[config.mk]
export PLATFORM = sky130hd
export DESIGN_NAME = ring_fifo_bulk_ops
export DESIGN_NICKNAME = d
export VERILOG_FILES = /design/src/sv/rfb_pkg.sv /design/src/sv/rfb_ram.sv /design/src/sv/rfb_ctrl.sv /design/src/sv/ring_fifo_bulk_ops.sv
export SDC_FILE = /design/constraint.sdc
export NUM_CORES = 2
export LEC_CHECK = 0
export BUFFER_PORTS_ARGS = -buffer_cell sky130_fd_sc_hd__buf_2
export CORE_MARGIN = 2
export CORE_UTILIZATION = 36
export CTS_BUF_LIST = sky130_fd_sc_hd__clkbuf_4
export DETAILED_ROUTE_END_ITERATION = 8
export PLACE_DENSITY = 0.51
export SYNTH_ARGS = -nofsm -noshare
export SYNTH_HDL_FRONTEND = slang
export SYNTH_SLANG_ARGS = --single-unit
[constraint.sdc]
create_clock -name clk -period 10.7 [get_ports clk]
set_input_delay 1.07 -clock clk [delete_from_list [all_inputs] [get_ports clk]]
set_output_delay 1.07 -clock clk [all_outputs]
set_load 0.02 [all_outputs]
[src/sv/rfb_pkg.sv]
// ----------------------------------------------------------------------------
// rfb_pkg: shared types, constants and pointer helpers for the ring FIFO
// Holds the queue geometry, the request and sequencer codes and the
// wrap-around pointer arithmetic used by the control unit.
// ----------------------------------------------------------------------------
`default_nettype none

package rfb_pkg;

	// Queue geometry. One slot always stays empty, so DEPTH-1 are usable.
	localparam int DEPTH      = 64;
	localparam int ELEM_WIDTH = 32;

	// Field widths fixed by the interface.
	localparam int DATA_W = 32;
	localparam int CNT_W  = 6;

	// Stored word width: elements are masked to ELEM_WIDTH, beats carry 32 bits.
	localparam int STORE_W = (ELEM_WIDTH < DATA_W) ? ELEM_WIDTH : DATA_W;
	localparam int PTR_W   = (DEPTH > 1) ? $clog2(DEPTH) : 1;

	typedef enum logic [1:0] {
		REQ_WRITE = 2'd0,
		REQ_FILL  = 2'd1,
		REQ_READ  = 2'd2,
		REQ_FLUSH = 2'd3
	} req_t;

	typedef enum logic [2:0] {
		ST_IDLE,
		ST_FILL,
		ST_RD_ADDR,
		ST_RD_DATA,
		ST_EMIT
	} state_t;

	// Memory port request from the control unit.
	typedef struct packed {
		logic               we;
		logic [PTR_W-1:0]   waddr;
		logic [STORE_W-1:0] wdata;
		logic               re;
		logic [PTR_W-1:0]   raddr;
	} mem_req_t;

	// Result load request to the output register.
	typedef struct packed {
		logic             load;
		logic             has_data;
		logic [CNT_W-1:0] done_count;
		logic             last;
		logic [CNT_W-1:0] occupancy;
	} res_t;

	// Advance a pointer by one slot, wrapping at DEPTH.
	function automatic logic [PTR_W-1:0] next_slot(input logic [PTR_W-1:0] i);
		logic [PTR_W-1:0] r;
		begin
			if (i == PTR_W'(DEPTH - 1)) begin
				r = '0;
			end else begin
				r = i + PTR_W'(1);
			end
			return r;
		end
	endfunction

	// Number of stored elements for a head and tail pointer pair.
	function automatic logic [CNT_W-1:0] fifo_level(input logic [PTR_W-1:0] h,
			input logic [PTR_W-1:0] t);
		logic [PTR_W:0] d;
		begin
			if (t >= h) begin
				d = {1'b0, t} - {1'b0, h};
			end else begin
				d = (PTR_W+1)'(DEPTH) - ({1'b0, h} - {1'b0, t});
			end
			return CNT_W'(d);
		end
	endfunction

	function automatic logic [CNT_W-1:0] min_cnt(input logic [CNT_W-1:0] a,
			input logic [CNT_W-1:0] b);
		return (a < b) ? a : b;
	endfunction

endpackage

`default_nettype wire

[src/sv/rfb_ram.sv]
// ----------------------------------------------------------------------------
// rfb_ram: single-write, single-read slot memory
// One write port and one read port with a registered read data output that
// holds its value while no read is issued.
// ----------------------------------------------------------------------------
`default_nettype none

module rfb_ram #(
	parameter int DATA_W = 32,
	parameter int ADDR_W = 6,
	parameter int WORDS  = 64
) (
	input  wire logic              clk,
	input  wire logic              we,
	input  wire logic [ADDR_W-1:0] waddr,
	input  wire logic [DATA_W-1:0] wdata,
	input  wire logic              re,
	input  wire logic [ADDR_W-1:0] raddr,
	output logic      [DATA_W-1:0] rdata
);

	logic [DATA_W-1:0] mem_q [WORDS];

	always_ff @(posedge clk) begin
		if (we) begin
			mem_q[waddr] <= wdata;
		end
	end

	always_ff @(posedge clk) begin
		if (re) begin
			rdata <= mem_q[raddr];
		end
	end

endmodule

`default_nettype wire

[src/sv/rfb_ctrl.sv]
// ----------------------------------------------------------------------------
// rfb_ctrl: request sequencer and pointer unit
// Takes one request at a time and steps the head and tail pointers one slot
// at a time through the next_slot and fifo_level helpers from rfb_pkg.
// ----------------------------------------------------------------------------
`default_nettype none

module rfb_ctrl (
	input  wire logic                         clk,
	input  wire logic                         arst_n,
	input  wire logic                         in_valid,
	output logic                              in_stall,
	input  wire logic [1:0]                   req_type,
	input  wire logic [rfb_pkg::DATA_W-1:0]   data_in,
	input  wire logic [rfb_pkg::CNT_W-1:0]    count,
	input  wire logic                         out_free,
	output rfb_pkg::mem_req_t                 mem_req,
	output rfb_pkg::res_t                     res
);

	rfb_pkg::state_t                  state_q, state_d;
	logic [rfb_pkg::PTR_W-1:0]        head_q, head_d;
	logic [rfb_pkg::PTR_W-1:0]        tail_q, tail_d;
	logic [rfb_pkg::CNT_W-1:0]        rem_q, rem_d;
	logic [rfb_pkg::CNT_W-1:0]        done_q, done_d;
	logic [rfb_pkg::STORE_W-1:0]      data_q, data_d;
	logic [rfb_pkg::CNT_W-1:0]        level;
	logic [rfb_pkg::CNT_W-1:0]        space;
	logic [rfb_pkg::CNT_W-1:0]        n;

	assign level = rfb_pkg::fifo_level(head_q, tail_q);
	assign space = rfb_pkg::CNT_W'(rfb_pkg::DEPTH - 1) - level;

	always_ff @(posedge clk or negedge arst_n) begin
		if (!arst_n) begin
			state_q <= rfb_pkg::ST_IDLE;
			head_q  <= '0;
			tail_q  <= '0;
			rem_q   <= '0;
			done_q  <= '0;
		end else begin
			state_q <= state_d;
			head_q  <= head_d;
			tail_q  <= tail_d;
			rem_q   <= rem_d;
			done_q  <= done_d;
		end
	end

	always_ff @(posedge clk) begin
		data_q <= data_d;
	end

	always_comb begin
		state_d = state_q;
		head_d  = head_q;
		tail_d  = tail_q;
		rem_d   = rem_q;
		done_d  = done_q;
		data_d  = data_q;
		n       = '0;

		mem_req.we    = 1'b0;
		mem_req.waddr = tail_q;
		mem_req.wdata = data_q;
		mem_req.re    = 1'b0;
		mem_req.raddr = head_q;

		res            = '0;
		res.occupancy  = level;
		res.done_count = done_q;

		in_stall = (state_q != rfb_pkg::ST_IDLE);

		case (state_q)
			rfb_pkg::ST_IDLE: begin
				if (in_valid) begin
					data_d = rfb_pkg::STORE_W'(data_in);
					case (rfb_pkg::req_t'(req_type))
						rfb_pkg::REQ_WRITE: begin
							n       = rfb_pkg::min_cnt(rfb_pkg::CNT_W'(1), space);
							state_d = rfb_pkg::ST_FILL;
						end
						rfb_pkg::REQ_FILL: begin
							n       = rfb_pkg::min_cnt(count, space);
							state_d = rfb_pkg::ST_FILL;
						end
						rfb_pkg::REQ_READ: begin
							n = rfb_pkg::min_cnt(count, level);
							if (n == '0) begin
								state_d = rfb_pkg::ST_EMIT;
							end else begin
								state_d = rfb_pkg::ST_RD_ADDR;
							end
						end
						default: begin
							// Flush: stored words become unreachable once both
							// pointers return to the first slot.
							head_d  = '0;
							tail_d  = '0;
							state_d = rfb_pkg::ST_EMIT;
						end
					endcase
					rem_d  = n;
					done_d = n;
				end
			end
			rfb_pkg::ST_FILL: begin
				if (rem_q == '0) begin
					state_d = rfb_pkg::ST_EMIT;
				end else begin
					mem_req.we = 1'b1;
					tail_d     = rfb_pkg::next_slot(tail_q);
					rem_d      = rem_q - rfb_pkg::CNT_W'(1);
				end
			end
			rfb_pkg::ST_RD_ADDR: begin
				mem_req.re = 1'b1;
				head_d     = rfb_pkg::next_slot(head_q);
				state_d    = rfb_pkg::ST_RD_DATA;
			end
			rfb_pkg::ST_RD_DATA: begin
				if (out_free) begin
					res.load     = 1'b1;
					res.has_data = 1'b1;
					res.last     = (rem_q == rfb_pkg::CNT_W'(1));
					rem_d        = rem_q - rfb_pkg::CNT_W'(1);
					if (rem_q == rfb_pkg::CNT_W'(1)) begin
						state_d = rfb_pkg::ST_IDLE;
					end else begin
						state_d = rfb_pkg::ST_RD_ADDR;
					end
				end
			end
			rfb_pkg::ST_EMIT: begin
				if (out_free) begin
					res.load = 1'b1;
					res.last = 1'b1;
					state_d  = rfb_pkg::ST_IDLE;
				end
			end
			default: begin
				state_d = rfb_pkg::ST_IDLE;
			end
		endcase
	end

endmodule

`default_nettype wire

[src/sv/ring_fifo_bulk_ops.sv]
// Throughput: one request at a time, set by the sequencer in rfb_ctrl.
// A write or fill of n elements stores them slot by slot, then gives its result beat.
// A read of n elements gives one beat per element (address, then memory data).
// Flush and empty reads give their single beat from the emit state.
// Reset clears the pointers and sequencer at once; the memory needs no clearing.
// ----------------------------------------------------------------------------
// ring_fifo_bulk_ops: circular FIFO with bulk fill and bulk read requests
// Top level: sequencer, slot memory and the output register that holds a
// result beat until the downstream side takes it.
// ----------------------------------------------------------------------------
`default_nettype none

module ring_fifo_bulk_ops (
	input  wire logic                         clk,
	input  wire logic                         arst_n,
	// Request channel.
	input  wire logic                         in_valid,
	output logic                              in_stall,
	input  wire logic [1:0]                   req_type,
	input  wire logic [rfb_pkg::DATA_W-1:0]   data_in,
	input  wire logic [rfb_pkg::CNT_W-1:0]    count,
	// Result channel.
	output logic                              out_valid,
	input  wire logic                         out_stall,
	output logic      [rfb_pkg::DATA_W-1:0]   data_out,
	output logic                              has_data,
	output logic      [rfb_pkg::CNT_W-1:0]    done_count,
	output logic                              last,
	output logic      [rfb_pkg::CNT_W-1:0]    occupancy
);

	rfb_pkg::mem_req_t              mem_req;
	rfb_pkg::res_t                  res;
	logic [rfb_pkg::STORE_W-1:0]    rd_data;
	logic                           out_free;

	logic                           out_valid_q;
	logic [rfb_pkg::DATA_W-1:0]     data_out_q;
	logic                           has_data_q;
	logic [rfb_pkg::CNT_W-1:0]      done_count_q;
	logic                           last_q;
	logic [rfb_pkg::CNT_W-1:0]      occupancy_q;

	// The output register can take a new beat when it is empty or its
	// current beat leaves at this edge.
	assign out_free = !out_valid_q || !out_stall;

	rfb_ctrl u_ctrl (
		.clk      (clk),
		.arst_n   (arst_n),
		.in_valid (in_valid),
		.in_stall (in_stall),
		.req_type (req_type),
		.data_in  (data_in),
		.count    (count),
		.out_free (out_free),
		.mem_req  (mem_req),
		.res      (res)
	);

	// Slot storage. Only slots written since the last flush are ever read,
	// so the memory starts without any clearing pass.
	rfb_ram #(
		.DATA_W (rfb_pkg::STORE_W),
		.ADDR_W (rfb_pkg::PTR_W),
		.WORDS  (rfb_pkg::DEPTH)
	) u_ram (
		.clk   (clk),
		.we    (mem_req.we),
		.waddr (mem_req.waddr),
		.wdata (mem_req.wdata),
		.re    (mem_req.re),
		.raddr (mem_req.raddr),
		.rdata (rd_data)
	);

	// Output beat valid flag.
	always_ff @(posedge clk or negedge arst_n) begin
		if (!arst_n) begin
			out_valid_q <= 1'b0;
		end else if (res.load) begin
			out_valid_q <= 1'b1;
		end else if (!out_stall) begin
			out_valid_q <= 1'b0;
		end
	end

	// Output beat payload. Beats without a read element carry zero data.
	always_ff @(posedge clk) begin
		if (res.load) begin
			if (res.has_data) begin
				data_out_q <= rfb_pkg::DATA_W'(rd_data);
			end else begin
				data_out_q <= '0;
			end
			has_data_q   <= res.has_data;
			done_count_q <= res.done_count;
			last_q       <= res.last;
			occupancy_q  <= res.occupancy;
		end
	end

	assign out_valid  = out_valid_q;
	assign data_out   = data_out_q;
	assign has_data   = has_data_q;
	assign done_count = done_count_q;
	assign last       = last_q;
	assign occupancy  = occupancy_q;

endmodule

`default_nettype wire
==> results.yml <==
run_status:
  status: "finished, final reports clean"
timing:
  worst_pin_slew_ns: 1.37
  rsz0062_at_grt: "no"
  slew_headroom_pct: 8.89
  hold_violations: 0
  fin_crit_sh_pct: 43.4
  setup_viol: 0
  setup_tns_ns: 0
  period_minus_slack_ns: 4.64
  clock.fmax_mhz: 216
  skew_ns: 0.0968
  drv_slew: 0
drt:
  firstDrtPassIters: 5
  wl_um: 230000
  drc: 0
  via_count: 41900
  drt-initial-drc-count: 3656
  ant_nets: 0
  routedWlPerCell_um: 29.7
  vias_per_cell: 5.40
critical_path:
  cp_slowest_cell: "dfrtp_4"
  regToRegStartpoint: "u_ctrl.head_q[0]"
  rr_endpoint: "u_ram.rdata[25]"
  worst-path-max-fanout: 102
  rrSetupSlack_ns: 6.06
  end_kind: "register"
  cp.arrival_ns: 5.69
  critical_path.startpoint: "u_ctrl.head_q[0]"
  start_kind: "register"
  critical_path.max_stage_delay_ns: 0.68
  crit_required_ns: 11.75
  crit_end: "u_ram.rdata[25]"
  cp_num_cells: 8
  cp_top_family: "buffers and inverters"
  path_class: "reg2reg"
  cp_num_buf_inv: 3
  reg2reg_depth: 8
  path_cells: "buf_12 > buf_4 > buf_12 > mux4_2 > a22oi_1 > nand2_1 > a22oi_1 > o221ai_1"
synthesis:
  synth-seq-area-share_pct: 79.0
  netlist_top_cells_area: "edfxtp_1 78%, mux4_2 14%, a22oi_1 1.5%"
  syn_nets: 3706
  synth-edff-count: 2158
  synth_top_area_share_pct: 78.2
  ys_types: 57
  synth_warnings: 0
  synth.cell_area_um2: 82900
  synthArstFlopShare_pct: 1.28
  syn_area_per_cell_um2: 22.8
  synth_top_flop_cell: "edfxtp_1"
  syn_inst: 3639
  synth_seq_cells: 2186
  synth_top_cell_by_area: "edfxtp_1"
run:
  cap_violations: 0
floorplanning:
  rows: 176
  core-area_um2: 229000
  start_util_pct: 36.1
  die-width_um: 484
  dieArea_um2: 234000
  num_io_pins: 92
  die_h_um: 484
final_layout:
  nets: 4384
  ff_latch_area_um2: 65500
  multiInputGateArea_um2: 16900
  drive_gt1_share_pct: 37.6
  area_delta_synth_final_pct: 15.5
  layout_common_cells: "2158 x edfxtp_1, 909 x clkbuf_4, 512 x mux4_2"
  final_common_cell: "edfxtp_1"
  nFillCells: 20300
placement:
  hpwl_um: 118000
  port_buffers: 91
  place_congestion: 0.743
power:
  power_mw: 25.0
  pwr_density_cell_nw_per_um2: 261
  peakVddDrop_v: 0.000258
  p_leak_nw: 30.4
clocking:
  insertion_delay_ns: 1.41
  root_buffer: "clkbuf_4"
  cts_made_buffers: 599
  htreeDepth: 6
  cts_tree: "done"
  cts_max_path_buffers: 4
  clock-sinks: 2186
  clk_transition_reported_paths_ns: 0.06
global_route:
  track_usage_pct: 19.5
  grt_remaining_overflow: 0
  first_global_vias: 44000
  antenna_found_initial: 13
  grt_first_pass_wirelength_um: 326000
  grt_max_degree: 132
min_path:
  hp-class: "in2reg"
-- worst register-to-register path: stages (launching register included) --
cell	delay, ns
dfrtp_4	0.68
buf_12	0.63
buf_4	0.75
buf_12	0.61
mux4_2	0.87
a22oi_1	0.26
nand2_1	0.11
a22oi_1	0.30
o221ai_1	0.17
-- cell families after synthesis --
family / synth area share [%]
flops: 79.0
xor+xnor: 0.0529
compound gates: 3.83
buf+inv: 1.17
simple gates: 1.60
fa+ha+maj: 0.356
mux: 13.9
-- report_power, final --
group / internal, mW / switching [mW]
Sequential: 10.3 / 0.251
Combinational: 2.61 / 4.53
Clock: 3.96 / 3.36
-- sequential cells by signal, summed over array words and instances, names as in the netlist --
name            cells
u_ctrl.head_q       6
u_ctrl.done_q       6
occupancy           6
out_valid           1
u_ctrl.state_q      3
data_out           32
has_data            1
u_ctrl.tail_q       6
last                1
u_ctrl.data_q      32
done_count          6
u_ctrl.rem_q        6
u_ram.rdata        32
u_ram.mem_q      2048
-- metal layers --
| metal | vias up | wire length, um | GRT usage (%) |
|---|---|---|---|
| met3 | 294 | 16000 | 4.81 |
| met1 | 22600 | 97800 | 26.4 |
| met5 | - | 68 | 0 |
| met2 | 1578 | 112000 | 31.4 |
| li1 | 17400 | - | - |
| met4 | 8 | 4520 | 5.73 |
-- cells in the mapped netlist (3+ instances only) --
library cell  number
ha_1              22
clkbuf_1         111
o21ai_0           29
a221oi_1          69
o22ai_1            3
and3_1             3
o221ai_1          32
inv_1             22
buf_6              8
mux4_2           512
dfrtp_1           28
buf_4              4
edfxtp_1        2158
a31oi_1            4
nand3b_1           4
a21oi_1           10
o21a_1             3
and2_1            34
a22oi_1          161
nand2b_1           8
a22o_1            68
nand2_1           96
or3_1              4
xnor2_1            3
buf_2             50
nor2b_1            9
nor3_1             6
nand3_1           13
a21o_1             3
nor2_1            96
nor3b_1            3
buf_1             26
o211ai_1           3
-- metrics by stage --
| step | std cells | cell area, um^2 | util (%) | worst slack (ns) | hold WS, ns |
|---|---|---|---|---|---|
| after global routing | 7751 | 95700 | 41.7 | 5.61 | 0.151 |
| after global placement | 6703 | 87900 | 38.3 | 5.92 | 0.530 |
| after floorplan | 3639 | 82900 | - | 6.67 | 0.425 |
| after CTS | 7749 | 95700 | 41.7 | 5.91 | 0.0266 |
| final | 7753 | 95700 | 41.7 | 6.06 | 0.184 |
| after detailed placement | 6703 | 87900 | 38.3 | 5.87 | 0.528 |
-- layout make-up --
class / count / area share [%]
Timing Repair Buffer: 276 / 2.12
Sequential cell: 2186 / 68.5
Clock inverter: 98 / 0.548
Tap cell: 3026 / 3.96
Inverter: 22 / 0.0863
Multi-Input combinational cell: 1232 / 17.7
Clock buffer: 909 / 7.13
Antenna cell: 4 / 0.0105
-- timing repair --
action / CTS / global route
setup buffers: 0 / 0
endpoints found under the hold margin: 67 / 0
resized for setup: 0 / 0
hold buffers: 39 / 0
-- worst min path at each step --
stage                     cells past startpoint             start          endpoint  slack [ns]
after global placement                        1   u_ctrl.rem_q[1]   u_ctrl.rem_q[1]        0.53
after detailed placement                      1   u_ctrl.rem_q[1]   u_ctrl.rem_q[1]        0.53
after CTS                                     3          count[4]  u_ctrl.done_q[4]        0.03
after global routing                          3          count[4]   u_ctrl.rem_q[4]        0.15
after floorplan                               0  u_ctrl.done_q[0]     done_count[0]        0.42
final                                         3          count[4]  u_ctrl.done_q[4]        0.18
(Power assumes the default switching activity.)
